===== src/sm83r3_pkg.sv =====
// Shared types and constants for the SM83 row 0x30-0x3F execute block.
// No dependencies; used by every module of the block.
`timescale 1ns / 1ps

package sm83r3_pkg;

  // Low nibble of the opcode selects the instruction.
  typedef enum logic [3:0] {
    OP_JR_NC     = 4'h0,
    OP_LD_SP_D16 = 4'h1,
    OP_LD_HLD_A  = 4'h2,
    OP_INC_SP    = 4'h3,
    OP_INC_MHL   = 4'h4,
    OP_DEC_MHL   = 4'h5,
    OP_LD_MHL_D8 = 4'h6,
    OP_SCF       = 4'h7,
    OP_UNSUP     = 4'h8,
    OP_ADD_HL_SP = 4'h9,
    OP_LD_A_HLD  = 4'hA,
    OP_DEC_SP    = 4'hB,
    OP_INC_A     = 4'hC,
    OP_DEC_A     = 4'hD,
    OP_LD_A_D8   = 4'hE,
    OP_CCF       = 4'hF
  } op_e;

  // Flag bit positions.
  localparam int unsigned FLAG_Z = 3;
  localparam int unsigned FLAG_N = 2;
  localparam int unsigned FLAG_H = 1;
  localparam int unsigned FLAG_C = 0;

  localparam logic [3:0] CYC_4  = 4'd4;
  localparam logic [3:0] CYC_8  = 4'd8;
  localparam logic [3:0] CYC_12 = 4'd12;

  localparam int unsigned IN_TDATA_W  = 32;
  localparam int unsigned OUT_TDATA_W = 96;

  typedef struct packed {
    logic [5:0] func;
    logic [7:0] operand_low;
    logic [7:0] operand_high;
    logic [7:0] mem_at_hl;
  } in_item_t;

  typedef struct packed {
    logic [7:0]  a;
    logic [15:0] hl;
    logic [15:0] sp;
    logic [15:0] pc;
    logic [3:0]  flags;
  } arch_state_t;

  typedef struct packed {
    logic        write_enable;
    logic [15:0] write_address;
    logic [7:0]  write_byte;
    logic [3:0]  cycle_count;
    logic        unsupported;
  } mem_side_t;

  typedef struct packed {
    arch_state_t regs;
    mem_side_t   side;
  } result_t;

endpackage


===== src/sm83r3_alu.sv =====
// Combinational execute logic for one instruction of row 0x30-0x3F.
// Depends on sm83r3_pkg for the opcode enum, flag positions and structs.
`timescale 1ns / 1ps

module sm83r3_alu (
  input  sm83r3_pkg::in_item_t    item_i,
  input  sm83r3_pkg::arch_state_t cur_i,
  output sm83r3_pkg::result_t     res_o
);

  function automatic logic [3:0] incdec_flags(input logic [7:0] prev, input logic [7:0] after,
                                              input logic dec, input logic carry);
    logic [3:0] f;
    f                     = '0;
    f[sm83r3_pkg::FLAG_C] = carry;
    f[sm83r3_pkg::FLAG_Z] = (after == 8'h00);
    f[sm83r3_pkg::FLAG_N] = dec;
    f[sm83r3_pkg::FLAG_H] = dec ? (prev[3:0] == 4'h0) : (prev[3:0] == 4'hF);
    return f;
  endfunction

  sm83r3_pkg::op_e         op;
  sm83r3_pkg::arch_state_t nxt;
  sm83r3_pkg::mem_side_t   side;
  logic [15:0]             pc1, pc2, pc3, jr_off;
  logic [7:0]              mem_inc, mem_dec, a_inc, a_dec;
  logic [16:0]             hl_sum;
  logic [12:0]             hl_low_sum;
  logic                    cf;

  assign op         = sm83r3_pkg::op_e'(item_i.func[3:0]);
  assign pc1        = cur_i.pc + 16'd1;
  assign pc2        = cur_i.pc + 16'd2;
  assign pc3        = cur_i.pc + 16'd3;
  assign jr_off     = {{8{item_i.operand_low[7]}}, item_i.operand_low};
  assign mem_inc    = item_i.mem_at_hl + 8'd1;
  assign mem_dec    = item_i.mem_at_hl - 8'd1;
  assign a_inc      = cur_i.a + 8'd1;
  assign a_dec      = cur_i.a - 8'd1;
  assign hl_sum     = {1'b0, cur_i.hl} + {1'b0, cur_i.sp};
  assign hl_low_sum = {1'b0, cur_i.hl[11:0]} + {1'b0, cur_i.sp[11:0]};
  assign cf         = cur_i.flags[sm83r3_pkg::FLAG_C];

  always_comb begin
    nxt                = cur_i;
    side.write_enable  = 1'b0;
    side.write_address = 16'h0000;
    side.write_byte    = 8'h00;
    side.cycle_count   = sm83r3_pkg::CYC_4;
    side.unsupported   = 1'b0;
    case (op)
      sm83r3_pkg::OP_JR_NC: begin
        if (!cf) begin
          nxt.pc           = pc2 + jr_off;
          side.cycle_count = sm83r3_pkg::CYC_12;
        end else begin
          nxt.pc           = pc2;
          side.cycle_count = sm83r3_pkg::CYC_8;
        end
      end
      sm83r3_pkg::OP_LD_SP_D16: begin
        nxt.sp           = {item_i.operand_high, item_i.operand_low};
        nxt.pc           = pc3;
        side.cycle_count = sm83r3_pkg::CYC_12;
      end
      sm83r3_pkg::OP_LD_HLD_A: begin
        side.write_enable  = 1'b1;
        side.write_address = cur_i.hl;
        side.write_byte    = cur_i.a;
        nxt.hl             = cur_i.hl - 16'd1;
        nxt.pc             = pc1;
        side.cycle_count   = sm83r3_pkg::CYC_8;
      end
      sm83r3_pkg::OP_INC_SP: begin
        nxt.sp           = cur_i.sp + 16'd1;
        nxt.pc           = pc1;
        side.cycle_count = sm83r3_pkg::CYC_8;
      end
      sm83r3_pkg::OP_INC_MHL: begin
        nxt.flags          = incdec_flags(item_i.mem_at_hl, mem_inc, 1'b0, cf);
        side.write_enable  = 1'b1;
        side.write_address = cur_i.hl;
        side.write_byte    = mem_inc;
        nxt.pc             = pc1;
        side.cycle_count   = sm83r3_pkg::CYC_12;
      end
      sm83r3_pkg::OP_DEC_MHL: begin
        nxt.flags          = incdec_flags(item_i.mem_at_hl, mem_dec, 1'b1, cf);
        side.write_enable  = 1'b1;
        side.write_address = cur_i.hl;
        side.write_byte    = mem_dec;
        nxt.pc             = pc1;
        side.cycle_count   = sm83r3_pkg::CYC_12;
      end
      sm83r3_pkg::OP_LD_MHL_D8: begin
        side.write_enable  = 1'b1;
        side.write_address = cur_i.hl;
        side.write_byte    = item_i.operand_low;
        nxt.pc             = pc2;
        side.cycle_count   = sm83r3_pkg::CYC_12;
      end
      sm83r3_pkg::OP_SCF: begin
        nxt.flags                     = '0;
        nxt.flags[sm83r3_pkg::FLAG_Z] = cur_i.flags[sm83r3_pkg::FLAG_Z];
        nxt.flags[sm83r3_pkg::FLAG_C] = 1'b1;
        nxt.pc                        = pc1;
      end
      sm83r3_pkg::OP_UNSUP: begin
        // leave every register as it is, PC included
        side.unsupported = 1'b1;
      end
      sm83r3_pkg::OP_ADD_HL_SP: begin
        nxt.hl                        = hl_sum[15:0];
        nxt.flags                     = '0;
        nxt.flags[sm83r3_pkg::FLAG_Z] = cur_i.flags[sm83r3_pkg::FLAG_Z];
        nxt.flags[sm83r3_pkg::FLAG_H] = hl_low_sum[12];
        nxt.flags[sm83r3_pkg::FLAG_C] = hl_sum[16];
        nxt.pc                        = pc1;
        side.cycle_count              = sm83r3_pkg::CYC_8;
      end
      sm83r3_pkg::OP_LD_A_HLD: begin
        nxt.a            = item_i.mem_at_hl;
        nxt.hl           = cur_i.hl - 16'd1;
        nxt.pc           = pc1;
        side.cycle_count = sm83r3_pkg::CYC_8;
      end
      sm83r3_pkg::OP_DEC_SP: begin
        nxt.sp           = cur_i.sp - 16'd1;
        nxt.pc           = pc1;
        side.cycle_count = sm83r3_pkg::CYC_8;
      end
      sm83r3_pkg::OP_INC_A: begin
        nxt.flags = incdec_flags(cur_i.a, a_inc, 1'b0, cf);
        nxt.a     = a_inc;
        nxt.pc    = pc1;
      end
      sm83r3_pkg::OP_DEC_A: begin
        nxt.flags = incdec_flags(cur_i.a, a_dec, 1'b1, cf);
        nxt.a     = a_dec;
        nxt.pc    = pc1;
      end
      sm83r3_pkg::OP_LD_A_D8: begin
        nxt.a            = item_i.operand_low;
        nxt.pc           = pc2;
        side.cycle_count = sm83r3_pkg::CYC_8;
      end
      sm83r3_pkg::OP_CCF: begin
        nxt.flags                     = '0;
        nxt.flags[sm83r3_pkg::FLAG_Z] = cur_i.flags[sm83r3_pkg::FLAG_Z];
        nxt.flags[sm83r3_pkg::FLAG_C] = ~cf;
        nxt.pc                        = pc1;
      end
      default: begin
        nxt = cur_i;
      end
    endcase
  end

  assign res_o.regs = nxt;
  assign res_o.side = side;

endmodule


===== src/sm83r3_regs.sv =====
// Architectural register file: A, HL, SP, PC and the Z/N/H/C flags.
// Depends on sm83r3_pkg for the state struct.
`timescale 1ns / 1ps

module sm83r3_regs (
  input  logic                    clk_i,
  input  logic                    rst_ni,
  input  logic                    we_i,
  input  sm83r3_pkg::arch_state_t state_d_i,
  output sm83r3_pkg::arch_state_t state_o
);

  sm83r3_pkg::arch_state_t state_q;

  always_ff @(posedge clk_i or negedge rst_ni) begin
    if (!rst_ni) begin
      state_q <= '0;
    end else if (we_i) begin
      state_q <= state_d_i;
    end
  end

  assign state_o = state_q;

endmodule


===== src/sm83_row3_execute.sv =====
// SM83 row 0x30-0x3F execute block, top level.
// Uses sm83r3_pkg, sm83r3_alu and sm83r3_regs.
//
// Usage:
//   Slave channel s_axis_*: one beat per instruction, carrying the opcode, the
//   two bytes after it and the byte at HL. Master channel m_axis_*: one beat
//   per instruction with A, HL, SP, PC, flags, an optional store and the
//   cycle count; tuser marks the unsupported opcode.
//   Path: an accepted beat lands in the input register, is executed against
//   the register file and is loaded into the result register, from which
//   it shows on m_axis.
//   Throughput is one instruction per clock while m_axis_tready_i is high: the
//   register file and the result register load at the same edge, so the next
//   instruction in the input register already sees the updated state.
//   Stall: while the result register is full and not taken, the input
//   register holds and s_axis_tready_o drops once it is occupied; no beat is
//   lost or repeated.
//   Reset: rst_ni clears both valid flags and all architectural registers
//   to zero.
`timescale 1ns / 1ps

module sm83_row3_execute (
  input  logic                                  clk_i,
  input  logic                                  rst_ni,
  input  logic                                  s_axis_tvalid_i,
  output logic                                  s_axis_tready_o,
  // func[5:0], operand_low[13:6], operand_high[21:14], mem_at_hl[29:22], zero pad
  input  logic [sm83r3_pkg::IN_TDATA_W-1:0]     s_axis_tdata_i,
  output logic                                  m_axis_tvalid_o,
  input  logic                                  m_axis_tready_i,
  // reg_a[7:0], reg_hl[23:8], reg_sp[39:24], reg_pc[55:40], flag_bits[59:56],
  // write_enable[60], write_address[76:61], write_byte[84:77],
  // cycle_count[88:85], zero pad
  output logic [sm83r3_pkg::OUT_TDATA_W-1:0]    m_axis_tdata_o,
  // unsupported[0]
  output logic                                  m_axis_tuser_o
);

  logic                    in_valid_q;
  sm83r3_pkg::in_item_t    in_q, in_d;
  logic                    out_valid_q;
  sm83r3_pkg::result_t     out_q;
  sm83r3_pkg::result_t     exec_res;
  sm83r3_pkg::arch_state_t cur_state;
  logic                    advance, in_take;

  assign advance         = in_valid_q && (!out_valid_q || m_axis_tready_i);
  assign s_axis_tready_o = !in_valid_q || advance;
  assign in_take         = s_axis_tvalid_i && s_axis_tready_o;

  assign in_d.func         = s_axis_tdata_i[5:0];
  assign in_d.operand_low  = s_axis_tdata_i[13:6];
  assign in_d.operand_high = s_axis_tdata_i[21:14];
  assign in_d.mem_at_hl    = s_axis_tdata_i[29:22];

  always_ff @(posedge clk_i or negedge rst_ni) begin
    if (!rst_ni) begin
      in_valid_q <= 1'b0;
    end else if (s_axis_tready_o) begin
      in_valid_q <= s_axis_tvalid_i;
    end
  end

  always_ff @(posedge clk_i) begin
    if (in_take) begin
      in_q <= in_d;
    end
  end

  sm83r3_alu u_alu (
    .item_i (in_q),
    .cur_i  (cur_state),
    .res_o  (exec_res)
  );

  // commit state at the same edge the result is captured
  sm83r3_regs u_regs (
    .clk_i     (clk_i),
    .rst_ni    (rst_ni),
    .we_i      (advance),
    .state_d_i (exec_res.regs),
    .state_o   (cur_state)
  );

  always_ff @(posedge clk_i or negedge rst_ni) begin
    if (!rst_ni) begin
      out_valid_q <= 1'b0;
    end else if (advance) begin
      out_valid_q <= 1'b1;
    end else if (m_axis_tready_i) begin
      out_valid_q <= 1'b0;
    end
  end

  always_ff @(posedge clk_i) begin
    if (advance) begin
      out_q <= exec_res;
    end
  end

  assign m_axis_tvalid_o = out_valid_q;
  assign m_axis_tdata_o  = {7'b0,
                            out_q.side.cycle_count,
                            out_q.side.write_byte,
                            out_q.side.write_address,
                            out_q.side.write_enable,
                            out_q.regs.flags,
                            out_q.regs.pc,
                            out_q.regs.sp,
                            out_q.regs.hl,
                            out_q.regs.a};
  assign m_axis_tuser_o  = out_q.side.unsupported;

endmodule


===== config.mk =====
export PLATFORM = sky130hd
export DESIGN_NAME = sm83_row3_execute
export DESIGN_NICKNAME = d
export VERILOG_FILES = /design/src/sm83r3_pkg.sv /design/src/sm83r3_alu.sv /design/src/sm83r3_regs.sv /design/src/sm83_row3_execute.sv
export SDC_FILE = /design/constraint.sdc
export NUM_CORES = 1
export LEC_CHECK = 0
export BUFFER_PORTS_ARGS = -buffer_cell sky130_fd_sc_hd__buf_4
export CAP_MARGIN = 40
export CORE_MARGIN = 3
export CORE_UTILIZATION = 30
export CTS_CLUSTER_SIZE = 20
export DETAILED_ROUTE_END_ITERATION = 8
export MAX_ROUTING_LAYER = met4
export SLEW_MARGIN = 20
export SYNTH_ARGS = -nofsm -noshare
export SYNTH_HDL_FRONTEND = slang
export SYNTH_SLANG_ARGS = --single-unit

===== constraint.sdc =====
create_clock -name clk_i -period 6.2 [get_ports clk_i]
set_input_delay 0.93 -clock clk_i [delete_from_list [all_inputs] [get_ports clk_i]]
set_output_delay 0.93 -clock clk_i [all_outputs]
set_load 0.05 [all_outputs]

==> metrics <==
CTS H-tree lvls 4; Initial Utilization 0.309; GP Congestion 0.898; DR vias 9628; Seq/Total Area, Yosys 0.439; Slew HR 0.437; Total Wirelength between 30 and 40 mm; clock net sink count 178; Final #Nets around 1400; worst hold slack 0.367 ns; CP Class flip-flop to flip-flop; most frequent cells in the layout 149 x nand2_1, 135 x buf_4, 116 x edfxtp_1, 111 x nor2_1, 82 x o21ai_0; Tcrit/Tclk final 0.658; status finished clean; maxcap violations 0; Final ANT Viol Nets 0; io pins 135; Die Area 40600 µm²; Setup TNS 0 ns; Die Height 202 µm; data arrival time of the critical path 4.28 ns; gr usage total 0.171; Max IR drop VDD between 0.2 and 0.25 mV; CTS tree built; initial antenna violation count 0; Post-Synth Simple-Gate Area 0.190; multi-input combinational cell area 6030 µm²; Synth Cell Area approximately 11000 µm²; share of layout cells above drive strength 1 0.144; TritonCTS buffer count 17; Mean Syn Cell Area 9.42 µm²; worst hold path type primary input to async pin; Yosys cell types 74; Leakage 5.59 nW; Chip Width 202 µm; vias in the first global route 8932; Syn. warnings 0; xor and xnor fraction of the mapped netlist area 0.0550; DRC 0; HPWL Detailed 24.8 mm; global-route wire length before repair between 50 and 60 mm; # diodes 0; initial DRC count between 700 and 800; adder-cell share of the synthesized area 0.0703; largest net degree at the start of global routing 64; Worst-path clk slew 0.08 ns; CP Capture Type flip-flop; final hold vios 0; worst-path maximum fanout 37; Synth Flop Type edfxtp_1; worst endpoint required time roughly 6.4 ns; insertion delay to the later sink of the worst-skew pair 0.46 ns; Layout area overhead 17.7%; Initial DRT Pass Iterations 5; commonest non-fill, non-tap cell in the layout nand2_1; Compound-Gate Fraction of Synth Area 0.194; CORE AREA 37100 µm²; number of placement rows 70; Final setup viols 0; input/output buffers around 120; Reg area 5030 µm²; RSZ-0062 raised after global routing no; min cycle time layout 4.08 ns; proportion of synthesized area in mux cells 0.0139; CTS resizes 0; Final Max Tran Viols 0; post-CTS setup buffers 0; worst-margin pin slew 0.842 ns; Post-CTS Hold Fix Bufs 0; Avg WL per Cell around 19 µm; number of synthesized flops with an enable pin 116; Vias/cell 5.27; post-synthesis cell count 1218; Async SR Flop Fraction 0.348; CP Launch Type flip-flop; Synth Register Bits roughly 180; root buf cell clkbuf_16; main combinational cell family by area after synthesis compound AO/OA/AOI/OAI gates; clk_skew 0.0133 ns; total grt overflow 0; R2R setup slack 2.12 ns; Max Clk Rate 0.245 GHz; fillers 3784; clock buffer depth 2; Power Density 385 nW/µm²
[final cells by class]
cell class,count,area share
inverter,32,0.00908
multi-input combinational,943,0.447
tap,504,0.0467
sequential,178,0.373
clock buffer,17,0.0315
timing repair buffer,138,0.0789
clock inverter,15,0.0140
[worst max-delay path, stage by stage (launching register included)]
cell	delay [ns]
edfxtp_1	0.32
buf_4	0.38
inv_1	0.39
nand2_1	0.27
nor2_1	0.06
buf_4	0.20
fa_1	0.42
a21oi_1	0.21
nand4b_1	0.17
nand3_1	0.11
and2_1	0.18
a221o_1	0.35
a41oi_1	0.25
xnor2_1	0.12
a221o_1	0.36
[power by group]
part	switching (mW)	internal (mW)
clock network	0.573	0.548
registers	0.341	1.56
logic	1.34	0.831
[sequential cells by signal, summed over array words and instances (netlist names)]
name,flops
m_axis_tuser_o,1
in_q,28
in_valid_q,1
m_axis_tvalid_o,1
m_axis_tdata_o,87
u_regs.state_o,60
[logic make-up after synthesis]
family / count (synthesis)
and+or+nand+nor: 452
AOI/OAI and AO/OA: 333
DFF: 178
buffers and inverters: 105
xor gates and xnor gates: 72
adders and majority gates: 62
muxes: 15
other: 1
[per-layer routing]
metal | vias up | routed length, µm | part of all wire | global-route usage
li1 | 4657 | - | - | -
met4 | 0 | 828 | 0.024 | 0.0553
met2 | 343 | 15600 | 0.46 | 0.262
met1 | 4576 | 15700 | 0.46 | 0.231
met3 | 52 | 2020 | 0.059 | 0.0298
met5 | - | 0 | 0 | -
[Yosys cell counts, types with 5 or more instances]
| cell type | instances | area (µm²) |
|---|---|---|
| nand3b_1 | 6 | 45.0 |
| ha_1 | 58 | 726 |
| a221o_1 | 8 | 80.1 |
| nand2b_1 | 25 | 156 |
| mux2_2 | 7 | 78.8 |
| inv_1 | 31 | 116 |
| a31oi_1 | 12 | 75.1 |
| xnor2_1 | 50 | 438 |
| nand4_1 | 11 | 68.8 |
| nor3_1 | 21 | 105 |
| dfrtp_1 | 62 | 1550 |
| a21oi_1 | 74 | 370 |
| clkbuf_1 | 57 | 214 |
| edfxtp_1 | 116 | 3480 |
| and2_1 | 23 | 144 |
| o21ai_0 | 82 | 410 |
| o221ai_1 | 11 | 96.3 |
| buf_4 | 9 | 67.6 |
| a21o_1 | 25 | 188 |
| nor2b_1 | 14 | 87.6 |
| a221oi_1 | 6 | 52.6 |
| mux2i_1 | 8 | 80.1 |
| a222oi_1 | 9 | 90.1 |
| o211ai_1 | 6 | 45.0 |
| and3_1 | 19 | 119 |
| o21a_1 | 8 | 60.1 |
| nand3_1 | 33 | 165 |
| or3_1 | 8 | 50.1 |
| o22a_1 | 11 | 96.3 |
| o31ai_1 | 8 | 60.1 |
| nor2_1 | 111 | 417 |
| a211oi_1 | 5 | 37.5 |
| xor2_1 | 22 | 193 |
| o22ai_1 | 7 | 43.8 |
| o311ai_0 | 5 | 43.8 |
| nor4_1 | 9 | 56.3 |
| nand2_1 | 150 | 563 |
| a22oi_1 | 16 | 120 |
[path summary, 6_finish.rpt]
kind | start | end | cells after the start
setup / recovery | in_q[26] | m_axis_tdata_o[38] | 14
hold / removal | rst_ni | m_axis_tvalid_o | 1
setup reg to reg | in_q[26] | m_axis_tdata_o[38] | 14
hold reg to reg | in_valid_q | m_axis_tvalid_o | 1
max in group asynchronous | rst_ni | u_regs.state_o[58] | 2
min in group clk_i | in_valid_q | m_axis_tvalid_o | 1
[per-stage QoR]
step | instances | power [mW] | utilization | cell area (µm²) | setup slack (ns)
2_1_floorplan | 1226 | 3.47 | - | 11500 | 1.43
3_3_place_gp | 1791 | 4.05 | 0.346 | 12800 | 2.22
3_5_place_dp | 1795 | 4.08 | 0.347 | 12900 | 2.20
4_1_cts | 1827 | 5.23 | 0.364 | 13500 | 2.20
5_1_grt | 1827 | 5.54 | 0.364 | 13500 | 1.88
6_report | 1827 | 5.19 | 0.364 | 13500 | 2.12
Power figures use the tool's default switching activity.
